<file path="config.mk">
export PLATFORM = sky130hd
export DESIGN_NAME = call_receiver_link_controller_top
export DESIGN_NICKNAME = d
export VERILOG_FILES = /design/src/hdl/crlc_pkg.sv /design/src/hdl/call_receiver_link_controller_top.sv
export SDC_FILE = /design/constraint.sdc
export NUM_CORES = 1
export LEC_CHECK = 0
export BUFFER_PORTS_ARGS = -buffer_cell sky130_fd_sc_hd__buf_4
export CAP_MARGIN = 20
export CORE_ASPECT_RATIO = 1.4
export CORE_MARGIN = 2
export CORE_UTILIZATION = 55
export DETAILED_ROUTE_END_ITERATION = 10
export GPL_TIMING_DRIVEN = 1
export PLACE_DENSITY = 0.81
export REMOVE_ABC_BUFFERS = 1
export SYNTH_ARGS = -nofsm -noshare
export SYNTH_HDL_FRONTEND = slang
export SYNTH_SLANG_ARGS = --single-unit
</file>
<file path="constraint.sdc">
create_clock -name clk -period 5.8 [get_ports clk]
set_clock_uncertainty 0.2 [all_clocks]
set_input_delay 0.58 -clock clk [delete_from_list [all_inputs] [get_ports clk]]
set_output_delay 0.58 -clock clk [all_outputs]
set_load 0.1 [all_outputs]
</file>
<file path="src/hdl/crlc_pkg.sv">
package crlc_pkg;

  localparam logic [7:0] OP_CALL        = 8'd208;
  localparam logic [7:0] OP_CALL_ACK    = 8'd209;
  localparam logic [7:0] OP_POLL        = 8'd212;
  localparam logic [7:0] OP_POLL_ACK    = 8'd213;
  localparam logic [7:0] GOOD_LENGTH    = 8'd3;

  localparam logic [7:0]  OWN_ADDRESS_RST   = 8'd4;
  localparam logic [31:0] START_FREQ_RST    = 32'd434000000;
  localparam logic [15:0] PING_TIMEOUT_RST  = 16'd5000;
  localparam logic [15:0] CUTOFF_RST        = 16'd2000;
  localparam logic [7:0]  LED_BRIGHT_RST    = 8'd35;
  localparam logic [7:0]  BUZZER_VOLUME_RST = 8'd255;

  localparam int FREQ_ERR_W = 21;

  typedef enum logic [2:0] {
    REG_OWN_ADDRESS   = 3'd0,
    REG_START_FREQ    = 3'd1,
    REG_PING_TIMEOUT  = 3'd2,
    REG_CUTOFF        = 3'd3,
    REG_LED_BRIGHT    = 3'd4,
    REG_BUZZER_VOLUME = 3'd5
  } cfg_reg_t;

  typedef enum logic [1:0] {
    BLINK_NONE    = 2'd0,
    BLINK_PING    = 2'd1,
    BLINK_TIMEOUT = 2'd2
  } blink_t;

endpackage

</file>
<file path="src/hdl/call_receiver_link_controller_top.sv">
// Receiver-side controller of a paging link. Each transfer on the input channel is
// either a one-millisecond tick (kind 0) or a received packet (kind 1), and yields
// exactly one result transfer carrying the reply to send, if any, together with the
// present LED, buzzer, status LED and blink levels and the corrected tuned frequency.
// An item passes through an input register and the update logic into the result
// register, which presents the result; the block takes one item per cycle, and it
// stalls only when the result register is full and not being taken. Registers are
// written through the configuration channel (index 0 own address, 1 start
// frequency, 2 ping timeout, 3 cutoff, 4 LED brightness, 5 buzzer volume; higher
// indexes are ignored), which is always ready and should be used only while no item
// is in flight. Writing the start frequency also loads it at once as the tuned
// frequency that later results carry and correct.
module call_receiver_link_controller_top
  import crlc_pkg::*;
#(
  parameter int COUNTER_BITS = 17
) (
  input  logic                         clk,
  input  logic                         rst,

  input  logic                         cfg_valid,
  output logic                         cfg_ready,
  input  logic [2:0]                   cfg_index,
  input  logic [31:0]                  cfg_data,

  input  logic                         in_valid,
  output logic                         in_ready,
  input  logic                         kind,
  input  logic [7:0]                   packet_length,
  input  logic [7:0]                   dest_address,
  input  logic [7:0]                   command,
  input  logic [7:0]                   payload,
  input  logic signed [FREQ_ERR_W-1:0] frequency_error,

  output logic                         out_valid,
  input  logic                         out_ready,
  output logic                         reply_valid,
  output logic [7:0]                   reply_address,
  output logic [7:0]                   reply_command,
  output logic                         reply_data,
  output logic [7:0]                   led_level,
  output logic [7:0]                   buzzer_level,
  output logic                         status_led,
  output logic [1:0]                   blink_request,
  output logic [31:0]                  tuned_frequency,
  output logic                         packet_accepted
);

  localparam int CMP_W = (COUNTER_BITS > 16) ? COUNTER_BITS : 16;
  localparam logic [COUNTER_BITS-1:0] COUNT_MAX = {COUNTER_BITS{1'b1}};

  logic [7:0]  own_address;
  logic [31:0] start_frequency;
  logic [15:0] ping_timeout_ticks;
  logic [15:0] cutoff_ticks;
  logic [7:0]  led_brightness;
  logic [7:0]  buzzer_volume;

  logic                         s1_valid;
  logic                         s1_kind;
  logic [7:0]                   s1_length;
  logic [7:0]                   s1_address;
  logic [7:0]                   s1_command;
  logic [7:0]                   s1_payload;
  logic signed [FREQ_ERR_W-1:0] s1_freq_err;

  logic                    signal_on;
  logic [COUNTER_BITS-1:0] ping_elapsed;
  logic [COUNTER_BITS-1:0] cutoff_elapsed;
  logic [31:0]             frequency_now;
  logic [7:0]              led_now;
  logic [7:0]              buzzer_now;
  logic                    status_now;

  logic                    signal_on_next;
  logic [COUNTER_BITS-1:0] ping_elapsed_next;
  logic [COUNTER_BITS-1:0] cutoff_elapsed_next;
  logic [31:0]             frequency_now_next;
  logic [7:0]              led_now_next;
  logic [7:0]              buzzer_now_next;
  logic                    status_now_next;
  logic                    reply_valid_next;
  logic [7:0]              reply_address_next;
  logic [7:0]              reply_command_next;
  logic                    reply_data_next;
  blink_t                  blink_next;
  logic                    accepted_next;

  logic s2_adv;
  logic s1_adv;

  assign cfg_ready = 1'b1;
  assign s2_adv    = s1_valid && (!out_valid || out_ready);
  assign in_ready  = !s1_valid || s2_adv;
  assign s1_adv    = in_valid && in_ready;

  always_comb begin
    logic                    is_match;
    logic                    err_neg;
    logic [FREQ_ERR_W-1:0]   err_mag;
    logic [FREQ_ERR_W-2:0]   err_half;
    logic [COUNTER_BITS-1:0] ping_inc;
    logic [COUNTER_BITS-1:0] cutoff_inc;
    logic                    call_on;

    signal_on_next      = signal_on;
    ping_elapsed_next   = ping_elapsed;
    cutoff_elapsed_next = cutoff_elapsed;
    frequency_now_next  = frequency_now;
    led_now_next        = led_now;
    buzzer_now_next     = buzzer_now;
    status_now_next     = status_now;
    reply_valid_next    = 1'b0;
    reply_address_next  = 8'd0;
    reply_command_next  = 8'd0;
    reply_data_next     = 1'b0;
    blink_next          = BLINK_NONE;
    accepted_next       = 1'b0;

    is_match = (s1_length == GOOD_LENGTH) && (s1_address == own_address);
    err_neg  = s1_freq_err[FREQ_ERR_W-1];
    err_mag  = err_neg ? (~s1_freq_err + 1'b1) : s1_freq_err;
    err_half = err_mag[FREQ_ERR_W-1:1];
    call_on  = (s1_payload != 8'd0);
    ping_inc   = (ping_elapsed == COUNT_MAX) ? COUNT_MAX : ping_elapsed + 1'b1;
    cutoff_inc = (cutoff_elapsed == COUNT_MAX) ? COUNT_MAX : cutoff_elapsed + 1'b1;

    if (s1_kind) begin
      if (is_match) begin
        accepted_next = 1'b1;
        if (err_neg) begin
          frequency_now_next = frequency_now + {{(32-FREQ_ERR_W+1){1'b0}}, err_half};
        end else begin
          frequency_now_next = frequency_now - {{(32-FREQ_ERR_W+1){1'b0}}, err_half};
        end
        if (s1_command == OP_CALL || s1_command == OP_POLL) begin
          signal_on_next      = call_on;
          led_now_next        = call_on ? led_brightness : 8'd0;
          buzzer_now_next     = call_on ? buzzer_volume : 8'd0;
          status_now_next     = call_on;
          cutoff_elapsed_next = '0;
        end
        if (s1_command == OP_CALL && call_on) begin
          reply_valid_next   = 1'b1;
          reply_address_next = s1_address;
          reply_command_next = OP_CALL_ACK;
          reply_data_next    = 1'b1;
        end
        if (s1_command == OP_POLL) begin
          status_now_next    = 1'b0;
          blink_next         = BLINK_PING;
          reply_valid_next   = 1'b1;
          reply_address_next = s1_address;
          reply_command_next = OP_POLL_ACK;
          reply_data_next    = call_on;
        end
        if (reply_valid_next) begin
          ping_elapsed_next = '0;
        end
      end
    end else begin
      ping_elapsed_next   = ping_inc;
      cutoff_elapsed_next = cutoff_inc;
      if (CMP_W'(ping_inc) > CMP_W'(ping_timeout_ticks)) begin
        signal_on_next    = 1'b0;
        ping_elapsed_next = '0;
        status_now_next   = 1'b0;
        blink_next        = BLINK_TIMEOUT;
      end
      if (CMP_W'(cutoff_inc) > CMP_W'(cutoff_ticks)) begin
        signal_on_next  = 1'b0;
        led_now_next    = 8'd0;
        buzzer_now_next = 8'd0;
        status_now_next = 1'b0;
      end
    end
  end

  always_ff @(posedge clk) begin
    if (rst) begin
      own_address        <= OWN_ADDRESS_RST;
      start_frequency    <= START_FREQ_RST;
      ping_timeout_ticks <= PING_TIMEOUT_RST;
      cutoff_ticks       <= CUTOFF_RST;
      led_brightness     <= LED_BRIGHT_RST;
      buzzer_volume      <= BUZZER_VOLUME_RST;
    end else if (cfg_valid) begin
      case (cfg_index)
        REG_OWN_ADDRESS:   own_address        <= cfg_data[7:0];
        REG_START_FREQ:    start_frequency    <= cfg_data;
        REG_PING_TIMEOUT:  ping_timeout_ticks <= cfg_data[15:0];
        REG_CUTOFF:        cutoff_ticks       <= cfg_data[15:0];
        REG_LED_BRIGHT:    led_brightness     <= cfg_data[7:0];
        REG_BUZZER_VOLUME: buzzer_volume      <= cfg_data[7:0];
        default: ;
      endcase
    end
  end

  always_ff @(posedge clk) begin
    if (rst) begin
      s1_valid <= 1'b0;
    end else if (in_ready) begin
      s1_valid <= in_valid;
    end
  end

  always_ff @(posedge clk) begin
    if (s1_adv) begin
      s1_kind     <= kind;
      s1_length   <= packet_length;
      s1_address  <= dest_address;
      s1_command  <= command;
      s1_payload  <= payload;
      s1_freq_err <= frequency_error;
    end
  end

  always_ff @(posedge clk) begin
    if (rst) begin
      signal_on      <= 1'b0;
      ping_elapsed   <= '0;
      cutoff_elapsed <= '0;
      frequency_now  <= START_FREQ_RST;
      led_now        <= 8'd0;
      buzzer_now     <= 8'd0;
      status_now     <= 1'b0;
    end else if (cfg_valid && cfg_index == REG_START_FREQ) begin
      frequency_now <= cfg_data;
    end else if (s2_adv) begin
      signal_on      <= signal_on_next;
      ping_elapsed   <= ping_elapsed_next;
      cutoff_elapsed <= cutoff_elapsed_next;
      frequency_now  <= frequency_now_next;
      led_now        <= led_now_next;
      buzzer_now     <= buzzer_now_next;
      status_now     <= status_now_next;
    end
  end

  always_ff @(posedge clk) begin
    if (rst) begin
      out_valid <= 1'b0;
    end else if (s2_adv) begin
      out_valid <= 1'b1;
    end else if (out_ready) begin
      out_valid <= 1'b0;
    end
  end

  always_ff @(posedge clk) begin
    if (s2_adv) begin
      reply_valid     <= reply_valid_next;
      reply_address   <= reply_address_next;
      reply_command   <= reply_command_next;
      reply_data      <= reply_data_next;
      led_level       <= led_now_next;
      buzzer_level    <= buzzer_now_next;
      status_led      <= status_now_next;
      blink_request   <= blink_next;
      tuned_frequency <= frequency_now_next;
      packet_accepted <= accepted_next;
    end
  end

  a_reply_needs_accept: assert property (@(posedge clk) disable iff (rst)
    out_valid && reply_valid |-> packet_accepted)
    else $error("reply without an accepted packet");

  a_reply_clears_ping: assert property (@(posedge clk) disable iff (rst)
    s2_adv && reply_valid_next |=> ping_elapsed == '0)
    else $error("ping timer not restarted by reply");

  a_stalled_item_held: assert property (@(posedge clk) disable iff (rst)
    s1_valid && !s2_adv |=> s1_valid && $stable(s1_command) && $stable(s1_kind))
    else $error("stalled item lost");

  a_reset_frequency: assert property (@(posedge clk) disable iff (rst)
    $past(rst) |-> frequency_now == start_frequency)
    else $error("tuned frequency not loaded at reset");

  a_timeout_blink_clears: assert property (@(posedge clk) disable iff (rst)
    s2_adv && blink_next == BLINK_TIMEOUT |=> !signal_on && ping_elapsed == '0)
    else $error("ping timeout left link state set");

endmodule

</file>
==> metrics.yaml, run 1 <==
root_buffer: "clkbuf_16"
clk_pin_slew_worst_paths_ns: 0.07
gr-usage-all-layers_pct: 28.5
endpoint_kind: "register"
ctsHtreeMaxLevel: 1
io_buffers: 162
grt_pass1_vias: 11241
rsz0062_at_grt: "no"
post-route-period-util_pct: 91.0
worst_pin_slew_ns: 1.10
worstPathCellList: "inv_1 > ha_2 > nor4b_4 > nand3_1 > mux2i_1 > o32ai_1 > or4_1 > o32a_1 > nand2b_4 > nor3_2 > xnor2_1 > ha_1 > a21oi_1 > o21ai_0 > a21oi_1 > o21ai_2 > a211oi_1 > o21ai_0 > xor2_1 > mux2_2"
via_count: 11510
synth_top_cell_area_share_pct: 25.9
fillers: 1948
drc: 0
cts-buffers-inserted: 25
yosys_warnings: 0
wl_per_cell_um: 19.2
route.antenna.remaining_nets: 0
synth_cells: 1472
status: "finished clean"
viasPerCell: 5.94
maxSlewHeadroom_pct: 26.0
die_w_um: 137
drt-initial-drc-count: 859
routabilityCongestion: 0.960
layout_common_cells: "nand2_1 (276), buf_4 (181), dfxtp_1 (141), edfxtp_1 (117), nor2_1 (97)"
criticalPathCategory: "register to register"
cp.required_ns: 5.88
fmax_mhz: 189
clock_sinks: 258
final_common_cell: "nand2_1"
synth_edf_count: 117
initial_core_util_pct: 55.5
yosys.area.top_type: "edfxtp_1"
max_stage_delay_ns: 0.52
layout.nets: 1767
drt_pass1_iterations: 5
slowest_stage: "or4_1"
cts_tree: "yes"
drv_slew: 0
yosysSeqAreaShare_pct: 46.8
rows: 68
synth.top_cells.by_area: "edfxtp_1 (26%), dfxtp_1 (21%), nand2_1 (7.6%), ha_1 (6.2%), xnor2_1 (3.4%)"
period_needed_ns: 5.28
critPathArrivalTime_ns: 5.36
start_kind: "register"
grt_max_degree: 78
synthFlopType: "dfxtp_1"
powerDensity_nw_per_um2: 277
syn_area_um2: 13600
synthArstFlopShare_pct: 0
diodes: 0
setup_viol: 0
clock_latency_ns: 0.53
vdd_drop_max_v: 0.000234
final_core_util_pct: 65.2
ioPinCount: 167
yosysUniqueCellTypes: 73
maxCapViolCount: 0
grt_pass1_wl_um: 57900
antenna_found_initial: 1
area_growth_pct: 17.4
fin_setup_tns_ns: 0
clk_path_buf_depth: 3
cts_setup_buffers: 0
die-area_um2: 25900
coreArea_um2: 24400
grt_remaining_overflow: 0
drt_wl_total_um: 37200
final_hold_viol_count: 0
ys_ff_latch: 258
post_synth.cell_area_avg_um2: 9.21
die_h_um: 190
critPathMaxFanout: 9
drive_gt1_share_pct: 15.8
leakagePower_uw: 0.00646
hold_class: "input pin to register"
dp.final_hpwl_um: 26600
==> stage by stage <==
| stage | instances | hold slack [ns] | total power (uW) | setup WS, ns | cell area (um2) |
|---|---|---|---|---|---|
| after global routing | 1939 | 0.00442 | 4530 | 0.0625 | 15900 |
| after floorplan | 1396 | 0.230 | 2450 | 0.738 | 13200 |
| after global placement | 1892 | 0.244 | 2640 | 0.395 | 15000 |
| final | 1939 | 0.0191 | 4400 | 0.519 | 15900 |
| after detailed placement | 1893 | 0.251 | 2650 | 0.292 | 15000 |
| after CTS | 1939 | 0.00742 | 4420 | 0.287 | 15900 |
==> registers in the layout, summed over array words and instances (netlist names), 16 cells and up <==
signal	count
ping_elapsed	17
cutoff_elapsed	17
ping_timeout_ticks	16
s1_freq_err	21
cutoff_ticks	16
frequency_now	32
tuned_frequency	32
==> what timing repair did <==
action / in CTS / in global routing
hold buffers: 0 / 0
setup endpoints to repair: 0 / 20
gates resized for setup: 0 / 5
==> kinds of logic (layout without fill, tap and decap cells) <==
kind of cell | after synthesis | in the layout | share of synthesized area, %
simple gates | 549 | 549 | 18.5
compound gates | 358 | 358 | 17.2
flops | 258 | 258 | 46.8
buf+inv | 129 | 279 | 3.86
xor+xnor | 82 | 82 | 5.30
fa+ha+maj | 68 | 68 | 6.33
mux | 26 | 26 | 2.02
other cells | 2 | 4 | 0.0554
==> power breakdown <==
group,internal (uW),total [uW],switching [uW]
Sequential,1960,2010,43.9
Clock,1070,1780,714
Combinational,195,613,417
==> cell usage after synthesis (20+ instances only) <==
library cell,count
dfxtp_1,141
clkbuf_1,62
nand3_1,41
a21o_1,33
xor2_1,29
nand2_1,276
a22oi_1,27
o21ai_0,83
nor2_1,97
xnor2_1,53
inv_1,47
ha_1,67
o211ai_1,20
edfxtp_1,117
a21oi_1,91
==> critical path, delay by kind of cell, from the launching register on <==
| family | cells | cell delay (ns) |
|---|---|---|
| adder cells (fa/ha/maj) | 2 | 0.64 |
| AND/OR/NAND/NOR | 5 | 1.30 |
| flip-flops | 1 | 0.47 |
| AO/OA/AOI/OAI | 8 | 1.54 |
| multiplexers | 2 | 0.45 |
| buffers and inverters | 1 | 0.11 |
| XOR/XNOR | 2 | 0.31 |
==> layer usage <==
metal	vias to the layer above	routed length, um	share of wire [%]	track usage (%)
li1	5531	-	-	-
met1	5439	13400	36	31.8
met2	425	19700	53	52.9
met3	115	2250	6.0	3.54
met4	0	1910	5.1	13.5
met5	-	0	0	0
==> layout make-up <==
type	instances	area (um2)	share of cell area (%)
clock buffer	28	637	4.00
clock inverter	18	262	1.64
inverter	51	193	1.21
multi-input combinational	1087	6720	42.2
sequential	258	6340	39.8
tap	315	394	2.48
timing repair buffer	182	1370	8.61
==> path summary, 6_finish.rpt <==
kind                         start                     to  slack [ns]  depth (start not counted)
max                 s1_freq_err[1]    tuned_frequency[25]        0.52                         20
min            frequency_error[19]        s1_freq_err[19]        0.02                          1
max reg2reg         s1_freq_err[1]    tuned_frequency[25]        0.52                         20
min reg2reg  ping_timeout_ticks[1]  ping_timeout_ticks[1]        0.26                          2
Power figures use the tool's default switching activity.
==> run 2: changes to the inputs <==
--- a/config.mk
+++ b/config.mk
@@ -8,3 +8,2 @@
 export BUFFER_PORTS_ARGS = -buffer_cell sky130_fd_sc_hd__buf_4
-export CAP_MARGIN = 20
 export CORE_ASPECT_RATIO = 1.4
==> constraint.sdc (replaced) <==
create_clock -name clk -period 5.8 [get_ports clk]
set_clock_uncertainty 0.2 [all_clocks]
set_input_delay 0.29 -clock clk [delete_from_list [all_inputs] [get_ports clk]]
set_output_delay 0.29 -clock clk [all_outputs]
set_load 0.1 [all_outputs]
==> run 2 against run 1 <==
Setup slack worse by 0.25 ns. Non-clock buffer count is 98 higher. Final area grew 6.0%. Final cell count increased by 5.2%. Global-route usage up 0.38 points. Register-to-register slack lost 0.25 ns. First-iteration DRC count up 2.3%. Critical path type unchanged. Largest power group unchanged. Highest routed layer unchanged.
==> metrics.yaml, run 2 (synthesis results as in run 1) <==
fin_area_um2: 16900  # +6.0%
grt_max_degree: 78  # unchanged
drive_gt1_share_pct: 15.2  # -0.63 points
vdd_drop_max_v: 0.000277  # +19%
dp_slack_ns: 0.278  # -0.0140 ns
reg2regPathDepth: 18  # -10%
dp.final_hpwl_um: 25900  # -2.3%
rsz0062_at_grt: "yes"
route.antenna.remaining_nets: 0  # unchanged
io_buffers: 162  # unchanged
antenna_found_initial: 0  # -1
area_growth_pct: 24.5
die-area_um2: 25900  # unchanged
power_uw: 4350  # -1.2%
diodes: 0  # unchanged
fmax_mhz: 181  # -4.4%
holdCritStartpoint: "cfg_index[2]"
setup_viol: 0  # unchanged
final_core_util_pct: 69.1  # +3.9 points
cts_tree: "yes"
coreArea_um2: 24400  # unchanged
clk_pin_slew_worst_paths_ns: 0.07  # about the same
routabilityCongestion: 0.940  # -2.1%
clock_latency_ns: 0.54  # about the same
via_count: 11889  # +3.3%
ioPinCount: 167  # unchanged
worst_pin_slew_ns: 1.25  # +0.149 ns
max_stage_delay_ns: 0.62  # +0.10 ns
setup_ws_ns: 0.274  # -0.246 ns
start_kind: "register"
grt_pass1_vias: 11692  # +4.0%
rr_endpoint: "frequency_now[26]"
clk_path_buf_depth: 3  # unchanged
slowest_stage: "or4_1"
ctsHtreeMaxLevel: 1  # unchanged
rows: 68  # unchanged
wl_per_cell_um: 18.7  # -2.4%
drt_pass1_iterations: 5  # unchanged
maxCapViolCount: 0  # unchanged
fin_setup_tns_ns: 0  # unchanged
hold_end: "led_brightness[7]"
period_needed_ns: 5.53  # +0.246 ns
drc: 0  # unchanged
hold_class: "input pin to register"
cp.required_ns: 6.07  # +0.19 ns
drv_slew: 0  # unchanged
placed_area_um2: 15000  # about the same
post-route-period-util_pct: 95.3  # +4.2 points
die_h_um: 190  # unchanged
grt_remaining_overflow: 0  # unchanged
die_w_um: 137  # unchanged
final_hold_viol_count: 0  # unchanged
clock_sinks: 258  # unchanged
drt-initial-drc-count: 879  # +2.3%
reg2reg_from: "s1_freq_err[1]"
critPathMaxFanout: 9  # unchanged
final_common_cell: "nand2_1"
maxSlewHeadroom_pct: 16.4  # -9.6 points
cts-buffers-inserted: 26  # +4.0%
endpoint_kind: "register"
powerDensity_nw_per_um2: 258  # -6.8%
leakagePower_uw: 0.00685  # +6.0%
layout.nets: 1866  # +5.6%
status: "finished clean"
viasPerCell: 5.83  # -1.8%
drt_wl_total_um: 38200  # +2.7%
criticalPathCategory: "register to register"
whs_path_depth: 5  # +4
grt_pass1_wl_um: 59000  # +1.8%
worstPathCellList: "inv_1 > ha_2 > nor4b_4 > nand3_1 > mux2i_1 > o32ai_1 > or4_1 > o32a_1 > and2_1 > ha_1 > nand3_1 > or4_1 > a211oi_4 > o21ai_0 > xnor2_1 > nand2_1 > a311oi_1 > dlygate4sd3_1"
reg2reg_slack_ns: 0.27  # -0.25 ns
critPathArrivalTime_ns: 5.80  # +0.44 ns
top_regs: "frequency_now x32, tuned_frequency x32, s1_freq_err x21"
initial_core_util_pct: 55.5  # unchanged
root_buffer: "clkbuf_16"
gr-usage-all-layers_pct: 28.9  # +0.38 points
layout_common_cells: "nand2_1 (276), buf_4 (181), dfxtp_1 (141), edfxtp_1 (117), dlygate4sd3_1 (99)"
==> run 2: changes by cell type in the layout (fill, tap and decap cells not counted), sizes merged <==
cell and delta:
inv +2, clkinv +1, clkinvlp +2, bufinv -5
dlygate4sd3 +99, buf -1, clkbuf +2
==> run 2: routing by layer <==
layer	vias to the layer above	track usage [%]	routed length, um
met5	-	0	0
met4	0	14.4	2050
met3	132	3.28	1930
met2	424	53.7	20000
met1	5621	31.9	14200
li1	5712	-	-
==> run 2: critical path: cells and delay by family, from the launching register on <==
family / cells / cell delay (ns)
simple gates: 7 / 1.98
compound gates: 5 / 1.08
buf+inv: 2 / 0.70
fa+ha+maj: 2 / 0.66
flops: 1 / 0.49
xor+xnor: 1 / 0.18
mux: 1 / 0.17
==> run 2: stage by stage <==
step           instances  hold WS, ns
2_1_floorplan       1396        0.159
3_3_place_gp        1892        0.244
3_5_place_dp        1892        0.248
4_1_cts             2039       0.0693
5_1_grt             2039        0.104
6_report            2039       0.0850
==> run 2: worst max-delay path by stage <==
stage,slack (ns),to,startpoint
2_1_floorplan,0.74,tuned_frequency[25],s1_freq_err[20]
4_1_cts,0.06,frequency_now[26],s1_freq_err[1]
3_5_place_dp,0.28,frequency_now[25],s1_freq_err[1]
6_report,0.27,frequency_now[26],s1_freq_err[1]
5_1_grt,-0.04,frequency_now[26],s1_freq_err[1]
3_3_place_gp,0.39,tuned_frequency[31],s1_freq_err[1]
==> run 2: what timing repair did <==
item                                   4_1_cts  5_1_grt
setup endpoints to repair                    0       12
endpoints found under the hold margin      142        0
setup buffers                                0        0
hold buffers                                99        0
resized for setup                            0       11
==> run 2: power breakdown <==
part | total [uW] | leakage (uW) | internal [uW] | switching (uW)
combinational | 669 | 0.00421 | 239 | 430
clock | 1670 | 0.000411 | 940 | 730
sequential | 2010 | 0.00223 | 1960 | 45.2
==> run 2: final cells by class <==
type,count,area [um2]
tap,315,394
multi-input combinational,1087,6750
inverter,51,193
clock buffer,30,718
clock inverter,18,138
timing repair buffer,280,2350
fill,1841,7540
sequential,258,6340
==> run 3: changes to the inputs <==
- CORE_UTILIZATION: 55 -> 53
- PLACE_DENSITY: 0.81 -> 0.82
- clock period: 5.8 -> 5 ns (I/O delays scaled with it)
==> run 3 against run 2 <==
Critical path depth up 3. Combinational power increased by 26%. Sequential power increased by 16%. Largest cell class unchanged. Largest power group unchanged. Via count increased by 3.3%.
==> metrics.yaml, run 3 (synthesis results as in run 1) <==
status: "finished clean"
worstSetupStartpoint: "s1_freq_err[0]"
worstPathCellList: "inv_1 > ha_2 > nor4b_4 > nand3_1 > mux2i_1 > o32ai_2 > or4_4 > o32a_1 > nand2b_4 > nor3_4 > xnor2_1 > ha_1 > buf_6 > a21o_1 > a21o_1 > a31oi_1 > nand2_1 > o211a_4 > o21a_1 > o21a_1 > o31ai_1"
reg2reg_slack_ns: 0.04  # -0.23 ns
criticalPathCategory: "register to register"
fmax_mhz: 202  # +11%
clk_pin_slew_worst_paths_ns: 0.07  # about the same
drive_gt1_share_pct: 19.4  # +4.2 points
area_growth_pct: 29.4
whs_path_depth: 5  # unchanged
top_regs: "frequency_now x32, tuned_frequency x32, s1_freq_err x21"
ctsHtreeMaxLevel: 1  # unchanged
die-area_um2: 26900  # +3.7%
endpoint_kind: "register"
p_sw_share_pct: 27.5  # -0.23 points
slowest_stage: "or4_4"
via_count: 12279  # +3.3%
reg2reg_from: "s1_freq_err[0]"
critPathMaxFanout: 6  # -3
rsz0062_at_grt: "yes"
grt_pass1_wl_um: 61400  # +4.0%
period_needed_ns: 4.96  # -0.568 ns
cts-buffers-inserted: 26  # unchanged
route.antenna.remaining_nets: 0  # unchanged
clock_latency_ns: 0.55  # about the same
layout_common_cells: "nand2_1 (276), buf_4 (239), dfxtp_1 (141), edfxtp_1 (117), dlygate4sd3_1 (97)"
fillers: 1850  # +0.49%
root_buffer: "clkbuf_16"
max_stage_delay_ns: 0.50  # -0.12 ns
coreArea_um2: 25300  # +3.6%
vdd_drop_max_v: 0.000284  # +2.6%
final_common_cell: "nand2_1"
drt-initial-drc-count: 816  # -7.2%
io_buffers: 162  # unchanged
gr-usage-all-layers_pct: 28.1  # -0.75 points
cts_tree: "yes"
die_h_um: 193  # +1.8%
setup_viol: 0  # unchanged
rr_endpoint: "tuned_frequency[28]"
rows: 69  # +1.5%
layout.nets: 1929  # +3.4%
worst_pin_slew_ns: 1.24  # -0.00568 ns
clk_path_buf_depth: 3  # unchanged
holdCritStartpoint: "cfg_index[2]"
power.switching_uw: 1420  # +17%
clkPwrFrac_pct: 38.5  # about the same
grt_max_degree: 79  # +1.3%
grt_pass1_vias: 12013  # +2.7%
combPwrFrac_pct: 16.4  # +1.0 points
ioPinCount: 167  # unchanged
drc: 0  # unchanged
powerDensity_nw_per_um2: 294  # +14%
hold_end: "led_brightness[3]"
placed_area_um2: 15400  # +2.4%
crit_family: "compound AO/OA/AOI/OAI gates"
hold_class: "input pin to register"
drt_pass1_iterations: 6  # +1
seqPwrFrac_pct: 45.2  # -1.0 points
reg2regPathDepth: 21  # +3
dp.final_hpwl_um: 27100  # +4.5%
grt_remaining_overflow: 0  # unchanged
fin_area_um2: 17500  # +3.9%
viasPerCell: 5.83  # about the same
drt_wl_total_um: 40100  # +5.1%
maxSlewHeadroom_pct: 16.4  # -0.078 points
start_kind: "register"
final_hold_viol_count: 0  # unchanged
routabilityCongestion: 0.926  # -1.5%
critPathBufInv: 2  # unchanged
die_w_um: 139  # +1.8%
critPathArrivalTime_ns: 5.14  # -0.66 ns
clock_sinks: 258  # unchanged
diodes: 0  # unchanged
wl_per_cell_um: 19.0  # +1.7%
initial_core_util_pct: 53.6  # -1.9 points
antenna_found_initial: 0  # unchanged
drv_slew: 0  # unchanged
cp.required_ns: 5.18  # -0.89 ns
maxCapViolCount: 0  # unchanged
leakagePower_uw: 0.00722  # +5.4%
fin_setup_tns_ns: 0  # unchanged
p_int_uw: 3740  # +19%
post-route-period-util_pct: 99.2  # +3.9 points
## run 3: repair_timing
| action | in CTS | in global routing |
|---|---|---|
| endpoints found under the hold margin | 144 | 0 |
| pin swaps | 0 | 28 |
| gates resized for setup | 1 | 48 |
| setup endpoints to repair | 7 | 43 |
| hold buffers | 97 | 0 |
| buffers inserted | 0 | 19 |
## run 3: stage by stage
step,hold slack (ns),worst slack (ns),util (%),instances,power (uW)
after floorplan,0.119,-0.0620,-,1396,2840
after global placement,0.228,-0.0299,60.7,1942,3090
after detailed placement,0.229,-0.161,60.7,1942,3100
after CTS,0.0298,0.00152,68.0,2087,5110
after global routing,0.0541,-0.144,69.3,2106,5310
final,0.0588,0.0417,69.3,2106,5150
## run 3: per-layer routing
layer	global-route usage (%)	wire [um]	up-vias
li1	-	-	5828
met1	31.1	14500	5846
met2	54.0	21500	482
met3	3.17	2240	123
met4	11.9	1880	0
met5	0	0	-
## run 3: worst min-delay path: cells and delay by family
kind,cells,cell delay [ns]
buffers and inverters,1,0.13
AND/OR/NAND/NOR,3,0.33
AO/OA/AOI/OAI,1,0.05
## run 3: power by group through the flow
stage	logic, uW	registers [uW]	clock network, uW
2_1_floorplan	312	2530	0
3_3_place_gp	724	2370	0
3_5_place_dp	734	2370	0
4_1_cts	799	2320	1990
5_1_grt	894	2330	2080
6_report	842	2330	1980
## run 3: worst max path at each step
stage / to / slack [ns] / cells past startpoint
6_report: tuned_frequency[28] / 0.04 / 21
3_5_place_dp: frequency_now[31] / -0.16 / 18
4_1_cts: frequency_now[24] / 0.002 / 17
2_1_floorplan: tuned_frequency[25] / -0.06 / 19
3_3_place_gp: tuned_frequency[31] / -0.03 / 18
5_1_grt: tuned_frequency[28] / -0.14 / 21
## run 3: area by class of cell
cell class | instances | area (um2) | area share (%)
Multi-Input combinational cell | 1087 | 6890 | 39.3
Timing Repair Buffer | 343 | 2850 | 16.3
Sequential cell | 258 | 6340 | 36.1
Clock inverter | 15 | 136 | 0.778
Clock buffer | 33 | 729 | 4.16
Tap cell | 319 | 399 | 2.28
Inverter | 51 | 193 | 1.10
